==> config.mk <==
export PLATFORM = sky130hd
export DESIGN_NAME = column_to_span_converter_unit
export DESIGN_NICKNAME = d
export VERILOG_FILES = /design/src/rtl/ctsc_pkg.sv /design/src/rtl/ctsc_front.sv /design/src/rtl/ctsc_queue.sv /design/src/rtl/ctsc_back.sv /design/src/rtl/column_to_span_converter_unit.sv
export SDC_FILE = /design/constraint.sdc
export NUM_CORES = 1
export LEC_CHECK = 0
export BUFFER_PORTS_ARGS = -buffer_cell sky130_fd_sc_hd__buf_4
export CAP_MARGIN = 30
export CORE_MARGIN = 1.5
export CORE_UTILIZATION = 40
export DETAILED_ROUTE_END_ITERATION = 10
export GPL_ROUTABILITY_DRIVEN = 0
export SLEW_MARGIN = 20
export SYNTH_ARGS = -nofsm -noshare
export SYNTH_HDL_FRONTEND = slang
export SYNTH_SLANG_ARGS = --single-unit
export TNS_END_PERCENT = 10
==> constraint.sdc <==
create_clock -name clk -period 21.3 [get_ports clk]
set_clock_uncertainty 0.05 [all_clocks]
set_input_delay 0 -clock clk [delete_from_list [all_inputs] [get_ports clk]]
set_output_delay 0 -clock clk [all_outputs]
set_load 0.02 [all_outputs]
==> src/rtl/ctsc_pkg.sv <==
`timescale 1ns / 1ps

package ctsc_pkg;

    // Field widths fixed by the interface
    localparam int X_W       = 10;
    localparam int ROW_W     = 7;
    localparam int OUT_ROW_W = 6;

    // Defaults for the top-level parameters
    localparam int ROWS_DEF    = 64;
    localparam int COLUMNS_DEF = 1024;

    // Descriptor queue depth
    localparam int Q_DEPTH = 2;

    // Phase bits inside a descriptor's non-empty mask
    localparam int PH_N   = 5;
    localparam int PH_CT  = 0;
    localparam int PH_CB  = 1;
    localparam int PH_OP1 = 2;
    localparam int PH_OP2 = 3;
    localparam int PH_FL  = 4;

    typedef logic [ROW_W-1:0] row_t;
    typedef logic [X_W-1:0]   xpos_t;

    // One column's work, as row ranges [lo, hi)
    typedef struct packed {
        xpos_t             x;
        xpos_t             xr;
        row_t              ct_lo;
        row_t              ct_hi;
        row_t              cb_lo;
        row_t              cb_hi;
        row_t              o1_lo;
        row_t              o1_hi;
        row_t              o2_lo;
        row_t              o2_hi;
        row_t              fl_lo;
        row_t              fl_hi;
        logic [PH_N-1:0]   ne;
    } desc_t;

    typedef enum logic [2:0] {
        B_IDLE,
        B_CT,
        B_CB,
        B_OP1,
        B_OP2,
        B_FL
    } bstate_t;

    function automatic row_t min_row(input row_t a, input row_t b);
        return (a < b) ? a : b;
    endfunction

    function automatic row_t max_row(input row_t a, input row_t b);
        return (a > b) ? a : b;
    endfunction

endpackage

==> src/rtl/ctsc_front.sv <==
`timescale 1ns / 1ps

module ctsc_front import ctsc_pkg::*; #(
    parameter int ROWS    = ROWS_DEF,
    parameter int COLUMNS = COLUMNS_DEF
) (
    input  logic          clk,
    input  logic          rst_n,
    input  logic          item_valid,
    output logic          item_stall,
    input  logic [X_W-1:0]   column,
    input  logic [ROW_W-1:0] top_row,
    input  logic [ROW_W-1:0] bottom_row,
    input  logic          first_column,
    input  logic          last_column,
    input  logic          q_full,
    output logic          push,
    output desc_t         desc
);

    localparam row_t ROW_MAX = ROW_W'(ROWS);

    row_t  prev_top_reg, prev_top_next;
    row_t  prev_bottom_reg, prev_bottom_next;
    row_t  t1, b1, stop1, tt, stop2, bb;
    xpos_t xs, xr;
    logic [X_W:0] xinc;

    assign item_stall = q_full;
    assign push       = item_valid && !q_full;

    always_comb
    begin
        t1 = (top_row > ROW_MAX) ? ROW_MAX : top_row;
        b1 = (bottom_row > ROW_MAX) ? ROW_MAX : bottom_row;

        // saturate the column and its right neighbor
        if (32'(column) >= COLUMNS)
            xs = X_W'(COLUMNS - 1);
        else
            xs = column;
        xinc = {1'b0, xs} + 1'b1;
        if (32'(xinc) > COLUMNS - 1)
            xr = X_W'(COLUMNS - 1);
        else
            xr = xinc[X_W-1:0];

        stop1 = min_row(t1, prev_bottom_reg);
        tt    = max_row(prev_top_reg, stop1);
        stop2 = max_row(b1, tt);
        bb    = min_row(prev_bottom_reg, stop2);

        desc.x  = xs;
        desc.xr = xr;
        if (first_column)
        begin
            desc.ct_lo = '0;
            desc.ct_hi = '0;
            desc.cb_lo = '0;
            desc.cb_hi = '0;
            desc.o1_lo = t1;
            desc.o1_hi = b1;
            desc.o2_lo = '0;
            desc.o2_hi = '0;
        end
        else
        begin
            desc.ct_lo = prev_top_reg;
            desc.ct_hi = stop1;
            desc.cb_lo = stop2;
            desc.cb_hi = prev_bottom_reg;
            desc.o1_lo = t1;
            desc.o1_hi = min_row(tt, b1);
            desc.o2_lo = max_row(bb, tt);
            desc.o2_hi = b1;
        end
        desc.fl_lo = t1;
        desc.fl_hi = b1;

        desc.ne[PH_CT]  = desc.ct_lo < desc.ct_hi;
        desc.ne[PH_CB]  = desc.cb_lo < desc.cb_hi;
        desc.ne[PH_OP1] = desc.o1_lo < desc.o1_hi;
        desc.ne[PH_OP2] = desc.o2_lo < desc.o2_hi;
        desc.ne[PH_FL]  = last_column && (t1 < b1);

        prev_top_next    = prev_top_reg;
        prev_bottom_next = prev_bottom_reg;
        if (push)
        begin
            prev_top_next    = last_column ? '0 : t1;
            prev_bottom_next = last_column ? '0 : b1;
        end
    end

    always_ff @(posedge clk or negedge rst_n)
    begin
        if (!rst_n)
        begin
            prev_top_reg    <= '0;
            prev_bottom_reg <= '0;
        end
        else
        begin
            prev_top_reg    <= prev_top_next;
            prev_bottom_reg <= prev_bottom_next;
        end
    end

endmodule

==> src/rtl/ctsc_queue.sv <==
`timescale 1ns / 1ps

module ctsc_queue import ctsc_pkg::*; (
    input  logic  clk,
    input  logic  rst_n,
    input  logic  push,
    input  desc_t push_data,
    output logic  full,
    input  logic  pop,
    output desc_t head,
    output logic  empty
);

    localparam int PTR_W = (Q_DEPTH > 1) ? $clog2(Q_DEPTH) : 1;
    localparam int CNT_W = $clog2(Q_DEPTH + 1);

    desc_t             entry_reg [Q_DEPTH];
    logic [PTR_W-1:0]  wr_ptr_reg, wr_ptr_next;
    logic [PTR_W-1:0]  rd_ptr_reg, rd_ptr_next;
    logic [CNT_W-1:0]  count_reg, count_next;

    assign full  = (count_reg == CNT_W'(Q_DEPTH));
    assign empty = (count_reg == '0);
    assign head  = entry_reg[rd_ptr_reg];

    always_comb
    begin
        wr_ptr_next = wr_ptr_reg;
        rd_ptr_next = rd_ptr_reg;
        count_next  = count_reg;
        if (push)
            wr_ptr_next = (32'(wr_ptr_reg) == Q_DEPTH - 1) ? '0 : wr_ptr_reg + 1'b1;
        if (pop)
            rd_ptr_next = (32'(rd_ptr_reg) == Q_DEPTH - 1) ? '0 : rd_ptr_reg + 1'b1;
        if (push && !pop)
            count_next = count_reg + 1'b1;
        else if (pop && !push)
            count_next = count_reg - 1'b1;
    end

    always_ff @(posedge clk or negedge rst_n)
    begin
        if (!rst_n)
        begin
            wr_ptr_reg <= '0;
            rd_ptr_reg <= '0;
            count_reg  <= '0;
        end
        else
        begin
            wr_ptr_reg <= wr_ptr_next;
            rd_ptr_reg <= rd_ptr_next;
            count_reg  <= count_next;
        end
    end

    always_ff @(posedge clk)
    begin
        if (push)
            entry_reg[wr_ptr_reg] <= push_data;
    end

    a_no_overflow: assert property (@(posedge clk) disable iff (!rst_n)
        push && full |-> pop)
        else $error("descriptor pushed into a full queue");

    a_no_underflow: assert property (@(posedge clk) disable iff (!rst_n)
        !(pop && empty))
        else $error("descriptor popped from an empty queue");

endmodule

==> src/rtl/ctsc_back.sv <==
`timescale 1ns / 1ps

module ctsc_back import ctsc_pkg::*; #(
    parameter int ROWS = ROWS_DEF
) (
    input  logic  clk,
    input  logic  rst_n,
    input  desc_t head,
    input  logic  q_empty,
    output logic  pop,
    output logic  span_valid,
    input  logic  span_stall,
    output logic [OUT_ROW_W-1:0] row,
    output logic [X_W-1:0]       left_x,
    output logic [X_W-1:0]       right_x,
    output logic                 last_span
);

    localparam int AW = (ROWS > 1) ? $clog2(ROWS) : 1;

    bstate_t state_reg, state_next;
    desc_t   cmd_reg, cmd_next;
    row_t    cur_reg, cur_next;

    logic                 rd_valid_reg, rd_valid_next;
    logic [OUT_ROW_W-1:0] rd_row_reg, rd_row_next;
    xpos_t                rd_lx_reg, rd_lx_next;
    logic                 rd_last_reg, rd_last_next;
    xpos_t                mem_q_reg;

    logic                 out_valid_reg, out_valid_next;
    logic [OUT_ROW_W-1:0] out_row_reg, out_row_next;
    xpos_t                out_lx_reg, out_lx_next;
    xpos_t                out_rx_reg, out_rx_next;
    logic                 out_last_reg, out_last_next;

    xpos_t span_mem [ROWS];

    logic            move_rd, rd_free, step, done_row, issue, wr_en;
    logic [PH_N-1:0] later;

    function automatic bstate_t pick(input logic [PH_N-1:0] mask);
        if (mask[PH_CT])
            return B_CT;
        else if (mask[PH_CB])
            return B_CB;
        else if (mask[PH_OP1])
            return B_OP1;
        else if (mask[PH_OP2])
            return B_OP2;
        else if (mask[PH_FL])
            return B_FL;
        else
            return B_IDLE;
    endfunction

    function automatic row_t start_cur(input bstate_t st, input desc_t d);
        row_t r;
        unique case (st)
            B_CT:    r = d.ct_lo;
            B_CB:    r = d.cb_hi - 1'b1;
            B_OP1:   r = d.o1_lo;
            B_OP2:   r = d.o2_lo;
            B_FL:    r = d.fl_hi - 1'b1;
            default: r = '0;
        endcase
        return r;
    endfunction

    assign move_rd = rd_valid_reg && (!out_valid_reg || !span_stall);
    assign rd_free = !rd_valid_reg || move_rd;

    always_comb
    begin
        state_next = state_reg;
        cmd_next   = cmd_reg;
        cur_next   = cur_reg;
        pop        = 1'b0;
        step       = 1'b0;
        done_row   = 1'b0;
        issue      = 1'b0;
        wr_en      = 1'b0;
        later      = '0;
        rd_last_next = rd_last_reg;

        unique case (state_reg)
            B_IDLE:
            begin
                if (!q_empty)
                begin
                    pop        = 1'b1;
                    cmd_next   = head;
                    state_next = pick(head.ne);
                    cur_next   = start_cur(state_next, head);
                end
            end
            B_CT:
            begin
                step     = rd_free;
                issue    = rd_free;
                done_row = (cur_reg + 1'b1 == cmd_reg.ct_hi);
                later    = cmd_reg.ne & 5'b11110;
                rd_last_next = done_row && !cmd_reg.ne[PH_CB] && !cmd_reg.ne[PH_FL];
            end
            B_CB:
            begin
                step     = rd_free;
                issue    = rd_free;
                done_row = (cur_reg == cmd_reg.cb_lo);
                later    = cmd_reg.ne & 5'b11100;
                rd_last_next = done_row && !cmd_reg.ne[PH_FL];
            end
            B_OP1:
            begin
                step     = 1'b1;
                wr_en    = 1'b1;
                done_row = (cur_reg + 1'b1 == cmd_reg.o1_hi);
                later    = cmd_reg.ne & 5'b11000;
            end
            B_OP2:
            begin
                step     = 1'b1;
                wr_en    = 1'b1;
                done_row = (cur_reg + 1'b1 == cmd_reg.o2_hi);
                later    = cmd_reg.ne & 5'b10000;
            end
            B_FL:
            begin
                step     = rd_free;
                issue    = rd_free;
                done_row = (cur_reg == cmd_reg.fl_lo);
                later    = '0;
                rd_last_next = done_row;
            end
            default:
            begin
                state_next = B_IDLE;
            end
        endcase

        // advance the cursor or move on to the next non-empty phase
        if (step)
        begin
            if (done_row)
            begin
                state_next = pick(later);
                cur_next   = start_cur(state_next, cmd_reg);
            end
            else if (state_reg == B_CB || state_reg == B_FL)
                cur_next = cur_reg - 1'b1;
            else
                cur_next = cur_reg + 1'b1;
        end

        // read stage: row and left edge, start column arrives from the memory
        rd_valid_next = rd_valid_reg;
        rd_row_next   = rd_row_reg;
        rd_lx_next    = rd_lx_reg;
        if (issue)
        begin
            rd_valid_next = 1'b1;
            rd_row_next   = cur_reg[OUT_ROW_W-1:0];
            rd_lx_next    = (state_reg == B_FL) ? cmd_reg.x : cmd_reg.xr;
        end
        else
        begin
            if (move_rd)
                rd_valid_next = 1'b0;
            rd_last_next = rd_last_reg;
        end

        // output register
        out_valid_next = out_valid_reg;
        out_row_next   = out_row_reg;
        out_lx_next    = out_lx_reg;
        out_rx_next    = out_rx_reg;
        out_last_next  = out_last_reg;
        if (move_rd)
        begin
            out_valid_next = 1'b1;
            out_row_next   = rd_row_reg;
            out_lx_next    = rd_lx_reg;
            out_rx_next    = mem_q_reg;
            out_last_next  = rd_last_reg;
        end
        else if (out_valid_reg && !span_stall)
            out_valid_next = 1'b0;
    end

    always_ff @(posedge clk or negedge rst_n)
    begin
        if (!rst_n)
        begin
            state_reg     <= B_IDLE;
            rd_valid_reg  <= 1'b0;
            out_valid_reg <= 1'b0;
        end
        else
        begin
            state_reg     <= state_next;
            rd_valid_reg  <= rd_valid_next;
            out_valid_reg <= out_valid_next;
        end
    end

    always_ff @(posedge clk)
    begin
        cmd_reg      <= cmd_next;
        cur_reg      <= cur_next;
        rd_row_reg   <= rd_row_next;
        rd_lx_reg    <= rd_lx_next;
        rd_last_reg  <= rd_last_next;
        out_row_reg  <= out_row_next;
        out_lx_reg   <= out_lx_next;
        out_rx_reg   <= out_rx_next;
        out_last_reg <= out_last_next;
    end

    // span-start store: one write port, one registered read port
    always_ff @(posedge clk)
    begin
        if (wr_en)
            span_mem[cur_reg[AW-1:0]] <= cmd_reg.x;
        if (issue)
            mem_q_reg <= span_mem[cur_reg[AW-1:0]];
    end

    assign span_valid = out_valid_reg;
    assign row        = out_row_reg;
    assign left_x     = out_lx_reg;
    assign right_x    = out_rx_reg;
    assign last_span  = out_last_reg;

    a_rd_hold: assert property (@(posedge clk) disable iff (!rst_n)
        rd_valid_reg && !move_rd |=> rd_valid_reg && $stable(rd_row_reg)
            && $stable(mem_q_reg))
        else $error("read stage overwritten while blocked");

    a_cur_range: assert property (@(posedge clk) disable iff (!rst_n)
        state_reg != B_IDLE |-> 32'(cur_reg) < ROWS)
        else $error("row cursor outside the span-start store");

    a_last_ends: assert property (@(posedge clk) disable iff (!rst_n)
        issue && rd_last_next |=> !issue)
        else $error("read issued right after the final span of a column");

endmodule

==> src/rtl/column_to_span_converter_unit.sv <==
`timescale 1ns / 1ps
// Order: a column beat is written into the descriptor queue, which the back end pops
//   when idle; its first span then leaves through the read stage and the output register,
//   and a column that only flushes first writes the span start of each row it opens.
// Flow: columns wait in the queue while the back end's row cursor walks each row the last
//   one closed, opened or flushed; reads of the span-start store wait on a span stall.
// Reset: rst_n empties queue, pipeline and previous run; the span-start store keeps its data.

module column_to_span_converter_unit import ctsc_pkg::*; #(
    parameter int ROWS    = ROWS_DEF,
    parameter int COLUMNS = COLUMNS_DEF
) (
    input  logic                 clk,
    input  logic                 rst_n,

    // column channel
    input  logic                 item_valid,
    output logic                 item_stall,
    input  logic [X_W-1:0]       column,
    input  logic [ROW_W-1:0]     top_row,
    input  logic [ROW_W-1:0]     bottom_row,
    input  logic                 first_column,
    input  logic                 last_column,

    // span channel
    output logic                 span_valid,
    input  logic                 span_stall,
    output logic [OUT_ROW_W-1:0] row,
    output logic [X_W-1:0]       left_x,
    output logic [X_W-1:0]       right_x,
    output logic                 last_span
);

    // Front: hold the previous column's run, clamp the inputs and reduce
    // each column beat to a descriptor of row ranges to close, open and flush.
    // Queue: decouple the front from the back so columns keep flowing while
    // the back end works row by row.
    // Back: walk the ranges one row a cycle, reads waiting out span stalls, write span
    // starts for opening rows, read them for closing rows, emit one span beat per closed row.

    logic  push;
    logic  pop;
    logic  q_full;
    logic  q_empty;
    desc_t push_desc;
    desc_t head_desc;

    ctsc_front #(
        .ROWS    (ROWS),
        .COLUMNS (COLUMNS)
    ) u_front (
        .clk          (clk),
        .rst_n        (rst_n),
        .item_valid   (item_valid),
        .item_stall   (item_stall),
        .column       (column),
        .top_row      (top_row),
        .bottom_row   (bottom_row),
        .first_column (first_column),
        .last_column  (last_column),
        .q_full       (q_full),
        .push         (push),
        .desc         (push_desc)
    );

    ctsc_queue u_queue (
        .clk       (clk),
        .rst_n     (rst_n),
        .push      (push),
        .push_data (push_desc),
        .full      (q_full),
        .pop       (pop),
        .head      (head_desc),
        .empty     (q_empty)
    );

    ctsc_back #(
        .ROWS (ROWS)
    ) u_back (
        .clk        (clk),
        .rst_n      (rst_n),
        .head       (head_desc),
        .q_empty    (q_empty),
        .pop        (pop),
        .span_valid (span_valid),
        .span_stall (span_stall),
        .row        (row),
        .left_x     (left_x),
        .right_x    (right_x),
        .last_span  (last_span)
    );

endmodule

### After elaboration in Yosys (flattened, before gate mapping)

Memories as Yosys holds them, arrays and structs flattened. A register that Yosys moved wholly into a read port is not among the register bits.
Index checks and enable logic that the tools add are counted.

| storage, ports and cells | value |
|---|---|
| register bits after elaboration | 169 |
| bits in latches | 0 |
| memory bits (writable) | 830 |
| ROM bits | 0 |
| input bits | 30 |
| output and inout bits | 29 |
| logic and storage cells | 170 |
| memories kept | 2 |

| operators by class | value |
|---|---|
| $add $sub $neg | 11 |
| $mul | 0 |
| div/mod/pow operators | 0 |
| $lt $le $gt $ge | 14 |
| equal/unequal tests | 22 |
| shift-type cells | 0 |
| muxes and demuxes | 58 |
| bitwise gates (word level) | 1 |
| reductions and logical operators | 33 |

Memories:

| name | words | width | rd ports | clocked after Yosys merged registers in | write ports | line | RTL |
|---|---|---|---|---|---|---|---|
| u_back.span_mem | 64 | 10 | 1 | 1 | 1 | ctsc_back.sv:37 | `xpos_t span_mem [ROWS];` |
| u_queue.entry_reg | 2 | 95 | 1 | 0 | 1 | ctsc_queue.sv:17 | `desc_t entry_reg [Q_DEPTH];` |

Operators by type and width:

| cell | count |
|---|---|
| $mux W7 | 15 |
| $pmux W7 S5 | 2 |
| $lt A7 B7 Y1 | 8 |
| $mux W56 | 1 |
| $mux W3 | 17 |
| $eq A7 B7 Y1 | 5 |
| $sub A7 B1 Y7 const B | 5 |
| $gt A7 B7 Y1 | 3 |
| $mux W10 | 2 |
| $pmux W5 S4 | 1 |
| $eq A3 B2 Y1 const B | 6 |
| $eq A3 B3 Y1 const B | 6 |
| $gt A7 B7 Y1 const B | 2 |
| $mux W1 | 14 |
| $add A10 B1 Y11 const B | 1 |
| $gt A11 B10 Y1 const B | 1 |
| $eq A3 B1 Y1 const B | 3 |
| $logic_and A1 B1 Y1 | 9 |
| $logic_not A1 Y1 | 8 |
| $reduce_bool A2 Y1 | 4 |
| $add A7 B1 Y7 const B | 1 |
| $pmux W3 S2 | 1 |
| $reduce_and A2 Y1 | 3 |
| $pmux W1 S5 | 1 |
| 16 further kinds | 20 |

### Longest topological paths before layout

Gate-level depths: netlist of run 1.

| logic depth | value |
|---|---|
| depth in word-level cells | 14 |
| gate-level depth with buffers | 45 |
| gate-level depth less buffers | 44 |

### By module

From an unflattened synthesis of run 1, not the netlist that was laid out.

| second synthesis, totals | value |
|---|---|
| cells, all modules | 2689 |
| area total of the unflattened synthesis | 42306.8 um^2 |

Modules (own cells, without submodules):

| module | times used | cells each | area an instance (um^2) | sequential area each (um^2) |
|---|---|---|---|---|
| ctsc_back | 1 | 1874 | 31522.7 | 23787.8 |
| ctsc_queue | 1 | 312 | 7243.2 | 5805.6 |
| ctsc_front | 1 | 503 | 3540.9 | 350.3 |

### Worst setup path before layout of run 1

Ideal clock, no wire load.

| timing | value |
|---|---|
| path type | register to register |
| start | register u_front.prev_bottom_reg[5] |
| end | memory u_queue.entry_reg[0][3] (netlist name), data pin |
| library setup time | 155 ps |
| arrival time | 8560 ps |
| data required time | 21095 ps |
| slack | 12535 ps |
| stages on the path, launching flop included | 43 |
| path buffers | 2 |
| clock period less this slack | 8765 ps |
| cells stage by stage | dfrtp_1 > inv_1 > ha_1 > a21oi_1 > a21boi_0 > nor2_1 > nand2_1 > mux2_2 > inv_2 > ha_1 > a21oi_1 > o21ai_1 > o22ai_1 > clkbuf_1 > nor2_1 > a21o_1 > ha_1 > a21oi_1 > [7 not listed] > nand2_1 > mux2i_1 > ha_1 > nor2b_1 > o21ai_0 > nand2b_1 > a21oi_1 > o21a_1 > nor2_1 > clkbuf_1 > nand2_1 > o311ai_1 > ha_1 > a21o_1 > a21o_1 > a211oi_1 > o21ai_0 > o21ai_1 |

RTL lines:

| element | line | RTL |
|---|---|---|
| from (decl) | ctsc_front.sv:24 | `row_t prev_bottom_reg, prev_bottom_next;` |
| from (signal assigned) | ctsc_front.sv:105 | `prev_bottom_reg <= prev_bottom_next;` |
| to (decl) | ctsc_queue.sv:17 |  |

==> impl_summary.txt, run 1 <==
----------------------------------------------------
[Critical path]
  Worst R2R Setup Slack ... 10.55 ns
  Largest stage delay on the critical path ... 0.70 ns
  Origin of the worst setup path ... u_front.prev_bottom_reg[5]
  Worst reg2reg path depth ... 41
  Cell type of the slowest stage on the worst timing path ... sky130_fd_sc_hd__a21oi_1
  Data required time of the critical path ... 21.77 ns
  CP arrival ... 11.22 ns
  Setup crit end ... u_queue.entry_reg[1][3]
  Top fanout value on the critical path ... 11
  Critical path class ... reg -> reg
  Startpoint kind of the worst setup timing path ... flop
  Capture instance of the worst register-to-register path ... u_queue.entry_reg[1][3]
  CP endpoint kind ... flop
  Launch instance of the worst register-to-register path ... u_front.prev_bottom_reg[5]

[Timing]
  Remaining max-slew budget at the tightest pin ... 30.70%
  Number of pins with negative max-slew slack in the final report ... 0
  Setup repair after global routing missed its margin ... no
  Fraction of the cycle the final worst path needs ... 50.48%
  Pin slew with the least headroom to its limit ... 1.030 ns
  Min Tclk post-route ... 10.75 ns
  Final sum of negative setup slack ... 0 ns
  Setup Viol. Count Final ... 0
  Max frequency ... 93.01 MHz
  Final hold viol count ... 0

[Clock network]
  Source-to-sink clock delay at the later pin of the worst-skew pair ... 0.70 ns
  # resized after CTS ... 0
  Total clock buffers created by CTS ... 99
  Num Clock Sinks ... 980
  Clock tree root buffer cell ... sky130_fd_sc_hd__clkbuf_16
  TritonCTS clock tree ... built
  Clock-pin slew of the registers on the worst-case setup and hold paths ... 0.06 ns
  Longest Clk Path Bufs ... 3
  H-tree level count ... 3

[Placed design]
  Hpwl dp ... 63820 µm
  Area of placed instances ... 41860 µm²
  Number of I/O port buffers ... 58

[Finish]
  Final non-filler cell area ... 45660 µm²
  Flip-flop count of the largest register after layout ... 640
  Layout cell share with drive strength beyond 1 ... 16.54%
  Fill cell instance count of the final layout ... 8362
  Net count of the finished layout ... 2714
  Most used cells in the layout excluding fill and tap cells ... sky130_fd_sc_hd__edfxtp_1, sky130_fd_sc_hd__a22oi_1, sky130_fd_sc_hd__buf_4
  # diodes ... 0
  Area of the multi-input gates ... 9449 µm²
  Layout Area Growth over Synthesis ... 15.69%
  Combined flip-flop and latch cell area ... 29320 µm²
  Most common cell after layout, fill and taps aside ... sky130_fd_sc_hd__edfxtp_1

[Floorplan]
  Width of the die ... 317.1 µm
  Initial core utilization ... 40.22%
  Floorplan die area ... 100600 µm²
  CORE AREA ... 98130 µm²
  Vert. Die Dim ... 317.1 µm
  Placement row count ... 115
  Number of ports placed on the die boundary ... 59

[Power and ir drop]
  Leakage dissipation ... 15.18 nW
  Power per unit of standard cell area ... 144.6 nW/µm²
  Peak ir drop on the vdd network ... 144.7 µV

[Routing]
  Total number of vias ... 23124
  DRC violations left ... 0
  Iteration-0 DRC count of the detailed router ... 2292
  Wire length after detailed routing ... 102000 µm
  Detailed-route vias per instance ... 5.806
  Avg WL per Cell ... 25.61 µm
  Router iterations before antenna repair ... 6
  Post-DRT Antenna Nets ... 0

[Synthesis]
  Post-synthesis mux area share ... 3.500%
  Async set or reset register ratio after synthesis ... 2.347%
  Most common flop cell mapped by yosys ... sky130_fd_sc_hd__edfxtp_1
  Syn_area_per_cell ... 16.11 µm²
  Adder-Cell Fraction of Synth Area ... 2.219%
  Biggest area consumer among synthesized cells ... sky130_fd_sc_hd__edfxtp_1
  Leading cell types by total area after synthesis ... sky130_fd_sc_hd__edfxtp_1, sky130_fd_sc_hd__a22oi_1, sky130_fd_sc_hd__mux2_2
  Fraction of the yosys area taken by sequential cells ... 74.27%
  Area share of and/or/nand/nor cells after synthesis ... 5.281%
  Synth Register Bits ... 980
  Top-area cell type share of the netlist area ... 72.81%
  Number of synthesis warnings ... 0
  Number of distinct library cells after synthesis ... 76
  Post-synth EDFFs ... 957
  Gate count of the mapped netlist ... 2450
  Number of nets produced by synthesis ... 2550
  Post-synthesis compound-gate area fraction ... 11.19%
  Combinational family with the most area after synthesis ... compound AO/OA/AOI/OAI gates
  Xor/xnor cell area share of the yosys netlist ... 1.506%
  Combined area of all synthesized cells ... 39470 µm²

[Run status]
  Status ... complete, no violations

[Hold path]
  Count of cells along the worst hold path ... 2
  Hold WC Path Type ... in -> reg

[Global routing]
  Number of antenna violations at the first check in global routing ... 3
  Wire length of the first global-routing pass ... 150300 µm
  Pin count of the biggest net entering global routing ... 66
  Remaining global-route overflow ... 0
  Vias in the first global route ... 23118
  GR Util All Layers ... 20.15%

[Flow run]
  Maxcap violations ... 0

----------------------------------------------------
## final cells by class
type	count	share of cell area (%)
multi-input combinational	1264	20.69
clock inverter	56	1.622
tap	1287	3.527
clock buffer	127	5.746
timing repair buffer	190	3.557
sequential	980	64.20
inverter	79	0.6521
## per-stage QoR
stage	utilization, %	setup WS, ns	std cells	hold slack [ns]	power [mW]
2_1_floorplan	-	12.54	2450	-0.3456	4.066
3_3_place_gp	42.20	10.98	3711	-0.1289	4.757
3_5_place_dp	42.66	10.58	3756	-0.1187	4.828
4_1_cts	46.47	10.66	3975	0.001475	6.615
5_1_grt	46.53	10.02	3983	0.02271	6.892
6_report	46.53	10.55	3983	0.04309	6.602
## Yosys cell counts, types with 7 or more instances
cell type	instances
sky130_fd_sc_hd__nand2b_1	13
sky130_fd_sc_hd__or3_1	14
sky130_fd_sc_hd__a41oi_1	48
sky130_fd_sc_hd__nor2b_1	14
sky130_fd_sc_hd__xor2_1	26
sky130_fd_sc_hd__a31oi_1	30
sky130_fd_sc_hd__nand3_1	24
sky130_fd_sc_hd__nor2_1	114
sky130_fd_sc_hd__nand2_1	122
sky130_fd_sc_hd__clkbuf_1	96
sky130_fd_sc_hd__mux2_2	88
sky130_fd_sc_hd__and3_1	12
sky130_fd_sc_hd__buf_1	12
sky130_fd_sc_hd__dfrtp_1	23
sky130_fd_sc_hd__or2_2	8
sky130_fd_sc_hd__edfxtp_1	957
sky130_fd_sc_hd__nand4_1	24
sky130_fd_sc_hd__a221oi_1	25
sky130_fd_sc_hd__xnor2_1	29
sky130_fd_sc_hd__a21o_1	22
sky130_fd_sc_hd__a22oi_1	270
sky130_fd_sc_hd__a222oi_1	14
sky130_fd_sc_hd__buf_2	17
sky130_fd_sc_hd__inv_1	69
sky130_fd_sc_hd__nand3b_1	12
sky130_fd_sc_hd__o21ai_0	31
sky130_fd_sc_hd__ha_1	70
sky130_fd_sc_hd__nor3_1	22
sky130_fd_sc_hd__nor4_1	19
sky130_fd_sc_hd__inv_2	10
sky130_fd_sc_hd__o21ai_1	9
sky130_fd_sc_hd__mux2i_1	39
sky130_fd_sc_hd__o221ai_2	7
sky130_fd_sc_hd__o21a_1	7
sky130_fd_sc_hd__a21oi_1	41
sky130_fd_sc_hd__a22o_1	26
## power by group
group / internal (mW) / leakage [nW] / switching [mW]
logic: 0.722 / 4.51 / 1.40
registers: 2.55 / 9.04 / 0.144
clock network: 1.05 / 1.64 / 0.735
total: 4.32 / 15.2 / 2.28
## how the worst min path moves through the flow
stage,end,start
final,u_queue.entry_reg[1][87],column[2]
after global routing,u_queue.entry_reg[0][90],column[5]
after CTS,u_queue.entry_reg[0][86],column[1]
after detailed placement,u_queue.wr_ptr_reg,rst_n
after global placement,u_queue.wr_ptr_reg,rst_n
after floorplan,u_back.rd_valid_reg,rst_n
## cells by family after synthesis
| kind of cell | count (synthesis) |
|---|---|
| flops | 980 |
| compound gates | 581 |
| xor+xnor | 60 |
| fa+ha+maj | 70 |
| buf+inv | 206 |
| simple gates | 426 |
| mux | 127 |
## timing repair
item	4_1_cts	5_1_grt
endpoints found under the hold margin	212	0
hold buffers	36	0
buffers inserted	0	0
## layer usage
| metal | global-route usage (%) | part of all wire (%) | vias to the layer above |
|---|---|---|---|
| li1 | - | - | 10170 |
| met1 | 27.29 | 41 | 11817 |
| met2 | 33.49 | 49 | 967 |
| met3 | 3.326 | 7.3 | 170 |
| met4 | 5.935 | 2.6 | 0 |
| met5 | 0 | 0 | - |
## critical path: cells and delay by family (launching register included)
kind	cells	cell delay, ns
AOI/OAI and AO/OA	20	4.74
DFF	1	0.41
muxes	3	1.11
buffers and inverters	3	0.46
and+or+nand+nor	9	1.94
adders and majority gates	6	1.86
(Power assumes the default switching activity.)
==> inputs of run 2 (changes only) <==
==> constraint.sdc (replaced) <==
create_clock -name clk -period 10.3 [get_ports clk]
set_clock_uncertainty 0.05 [all_clocks]
set_input_delay 0 -clock clk [delete_from_list [all_inputs] [get_ports clk]]
set_output_delay 0 -clock clk [all_outputs]
set_load 0.02 [all_outputs]
==> run 2 against run 1 <==
Compared with the run above:
- wire length increased by 0.40%
- first-iteration DRC count grew 9.4%
- largest cell class unchanged
- critical path type unchanged
- final area shrank 0.48%
- clock power rose by 94%
- global-route usage barely moved
- utilization fell by 0.23 points
- via count shrank 0.29%
==> impl_summary.txt, run 2 (same netlist as run 1, synthesis figures left out) <==
----------------------------------------------------
[Run status]
  Status ... complete, no violations

[Timing]
  Fraction of the cycle the final worst path needs ... 94.88%
  Min Tclk post-route ... 9.773 ns
  Final sum of negative setup slack ... 0 ns
  Remaining max-slew budget at the tightest pin ... 34.08%
  Setup repair after global routing missed its margin ... no
  Number of pins with negative max-slew slack in the final report ... 0
  Setup Viol. Count Final ... 0
  Worst-case setup margin in the final layout ... 0.5272 ns
  Pin slew with the least headroom to its limit ... 0.9797 ns
  Final hold viol count ... 0
  Max frequency ... 102.3 MHz

[Finish]
  # diodes ... 0
  Final non-filler cell area ... 45440 µm²
  Net count of the finished layout ... 2716
  Final cell utilization of the core ... 46.31%
  Layout cell share with drive strength beyond 1 ... 16.36%
  Flip-flop count of the largest register after layout ... 640
  Most common cell after layout, fill and taps aside ... sky130_fd_sc_hd__edfxtp_1
  Most used cells in the layout excluding fill and tap cells ... sky130_fd_sc_hd__edfxtp_1, sky130_fd_sc_hd__a22oi_1, sky130_fd_sc_hd__buf_4
  Layout Area Growth over Synthesis ... 15.13%

[Floorplan]
  Width of the die ... 317.1 µm
  Floorplan die area ... 100600 µm²
  Vert. Die Dim ... 317.1 µm
  CORE AREA ... 98130 µm²
  Initial core utilization ... 40.22%
  Placement row count ... 115
  Number of ports placed on the die boundary ... 59

[Critical path]
  Data required time of the critical path ... 10.76 ns
  Top fanout value on the critical path ... 15
  Most numerous cell on the critical path ... sky130_fd_sc_hd__ha_1
  Startpoint kind of the worst setup timing path ... flop
  Cell type of the slowest stage on the worst timing path ... sky130_fd_sc_hd__o311ai_1
  Critical path class ... reg -> reg
  CP endpoint kind ... flop
  CP arrival ... 10.23 ns
  Largest stage delay on the critical path ... 0.60 ns

[Clock network]
  Clock tree root buffer cell ... sky130_fd_sc_hd__clkbuf_16
  Longest Clk Path Bufs ... 3
  H-tree level count ... 3
  Total clock buffers created by CTS ... 97
  Source-to-sink clock delay at the later pin of the worst-skew pair ... 0.68 ns
  Num Clock Sinks ... 980
  Clock-pin slew of the registers on the worst-case setup and hold paths ... 0.06 ns
  TritonCTS clock tree ... built

[Power and ir drop]
  P_sw ... 4.735 mW
  Seq pwr share ... 41.3%
  Leakage dissipation ... 15.04 nW
  Combinational power share ... 33.1%
  Fraction of power spent switching nets ... 35.15%
  Overall power consumption ... 13.47 mW
  Peak ir drop on the vdd network ... 288.2 µV
  Power per unit of standard cell area ... 296.4 nW/µm²
  Design internal power ... 8.734 mW
  Part of the total power dissipated in the clock network ... 25.6%

[Global routing]
  GR Util All Layers ... 20.17%
  Pin count of the biggest net entering global routing ... 66
  Remaining global-route overflow ... 0
  Wire length of the first global-routing pass ... 149700 µm
  Number of antenna violations at the first check in global routing ... 0
  Vias in the first global route ... 22835

[Placed design]
  Hpwl dp ... 64020 µm
  Pre-CTS setup slack ... 0.07788 ns
  Number of I/O port buffers ... 58
  Area of placed instances ... 41890 µm²

[Routing]
  DRC violations left ... 0
  Wire length after detailed routing ... 102400 µm
  Avg WL per Cell ... 25.71 µm
  Iteration-0 DRC count of the detailed router ... 2508
  Total number of vias ... 23057
  Detailed-route vias per instance ... 5.789
  Post-DRT Antenna Nets ... 0
  Router iterations before antenna repair ... 6

[Flow run]
  Maxcap violations ... 0

[Hold path]
  Hold WC Path Type ... in -> reg

----------------------------------------------------
==> run 2: cell types whose count changed in the layout (fill, tap and decap cells not counted), sizes merged <==
cell	delta
clkinvlp	+5
inv	+2
buf	+3
bufinv	-6
dlygate4sd3	+1
clkbuf	-5
==> run 2: area by class of cell <==
| class | count | area [µm²] |
|---|---|---|
| clock inverter | 57 | 570.5 |
| timing repair buffer | 194 | 1644 |
| multi-input combinational | 1264 | 9480 |
| clock buffer | 122 | 2521 |
| fill | 8433 | 52690 |
| inverter | 79 | 297.8 |
| sequential | 980 | 29320 |
| tap | 1287 | 1610 |
==> run 2: timing repair <==
action / 4_1_cts / 5_1_grt
setup endpoints to repair: 0 / 2
buffers inserted: 0 / 0
endpoints found under the hold margin: 202 / 0
gates resized for setup: 0 / 5
hold buffers: 37 / 0
==> run 2: final timing paths <==
check | to | from | slack [ns] | depth (start not counted)
max | u_queue.entry_reg[0][3] | u_front.prev_bottom_reg[5] | 0.53 | 41
min | u_queue.entry_reg[0][87] | column[2] | 0.05 | 2
max reg2reg | u_queue.entry_reg[0][3] | u_front.prev_bottom_reg[5] | 0.53 | 41
min reg2reg | u_back.right_x[8] | u_back.mem_q_reg[8] | 0.37 | 0
max in group asynchronous | u_queue.rd_ptr_reg | rst_n | 9.74 | 4
min in group asynchronous | u_back.rd_valid_reg | rst_n | 0.27 | 4
==> run 2: worst max-delay path, delay by kind of cell (launching register included) <==
kind / cells / cell delay, ns
muxes: 3 / 1.08
adders and majority gates: 6 / 1.96
DFF: 1 / 0.40
AOI/OAI and AO/OA: 15 / 3.51
buffers and inverters: 2 / 0.33
and+or+nand+nor: 15 / 2.26
==> run 2: metrics by stage <==
| step | std cells | hold WS [ns] |
|---|---|---|
| global placement | 3719 | -0.1297 |
| floorplan | 2450 | -0.3456 |
| CTS | 3976 | 0.01869 |
| finish | 3983 | 0.05149 |
| global route | 3983 | 0.03021 |
| detailed placement | 3760 | -0.1172 |
==> run 2: routing by layer <==
| metal | track usage [%] | part of all wire (%) | vias to the layer above | routed length (µm) |
|---|---|---|---|---|
| met1 | 27.10 | 42 | 11731 | 42710 |
| li1 | - | - | 10174 | - |
| met3 | 3.169 | 6.8 | 204 | 6961 |
| met5 | 0 | 0 | - | 0 |
| met4 | 7.357 | 3.2 | 0 | 3295 |
| met2 | 33.23 | 48 | 948 | 49440 |
==> run 2: power by group through the flow <==
stage	sequential [mW]	combinational [mW]	clock (mW)
finish	5.56	4.46	3.45
detailed placement	5.65	4.38	0
global placement	5.63	4.23	0
global route	5.61	4.79	3.65
floorplan	5.63	2.78	0
CTS	5.57	4.42	3.49
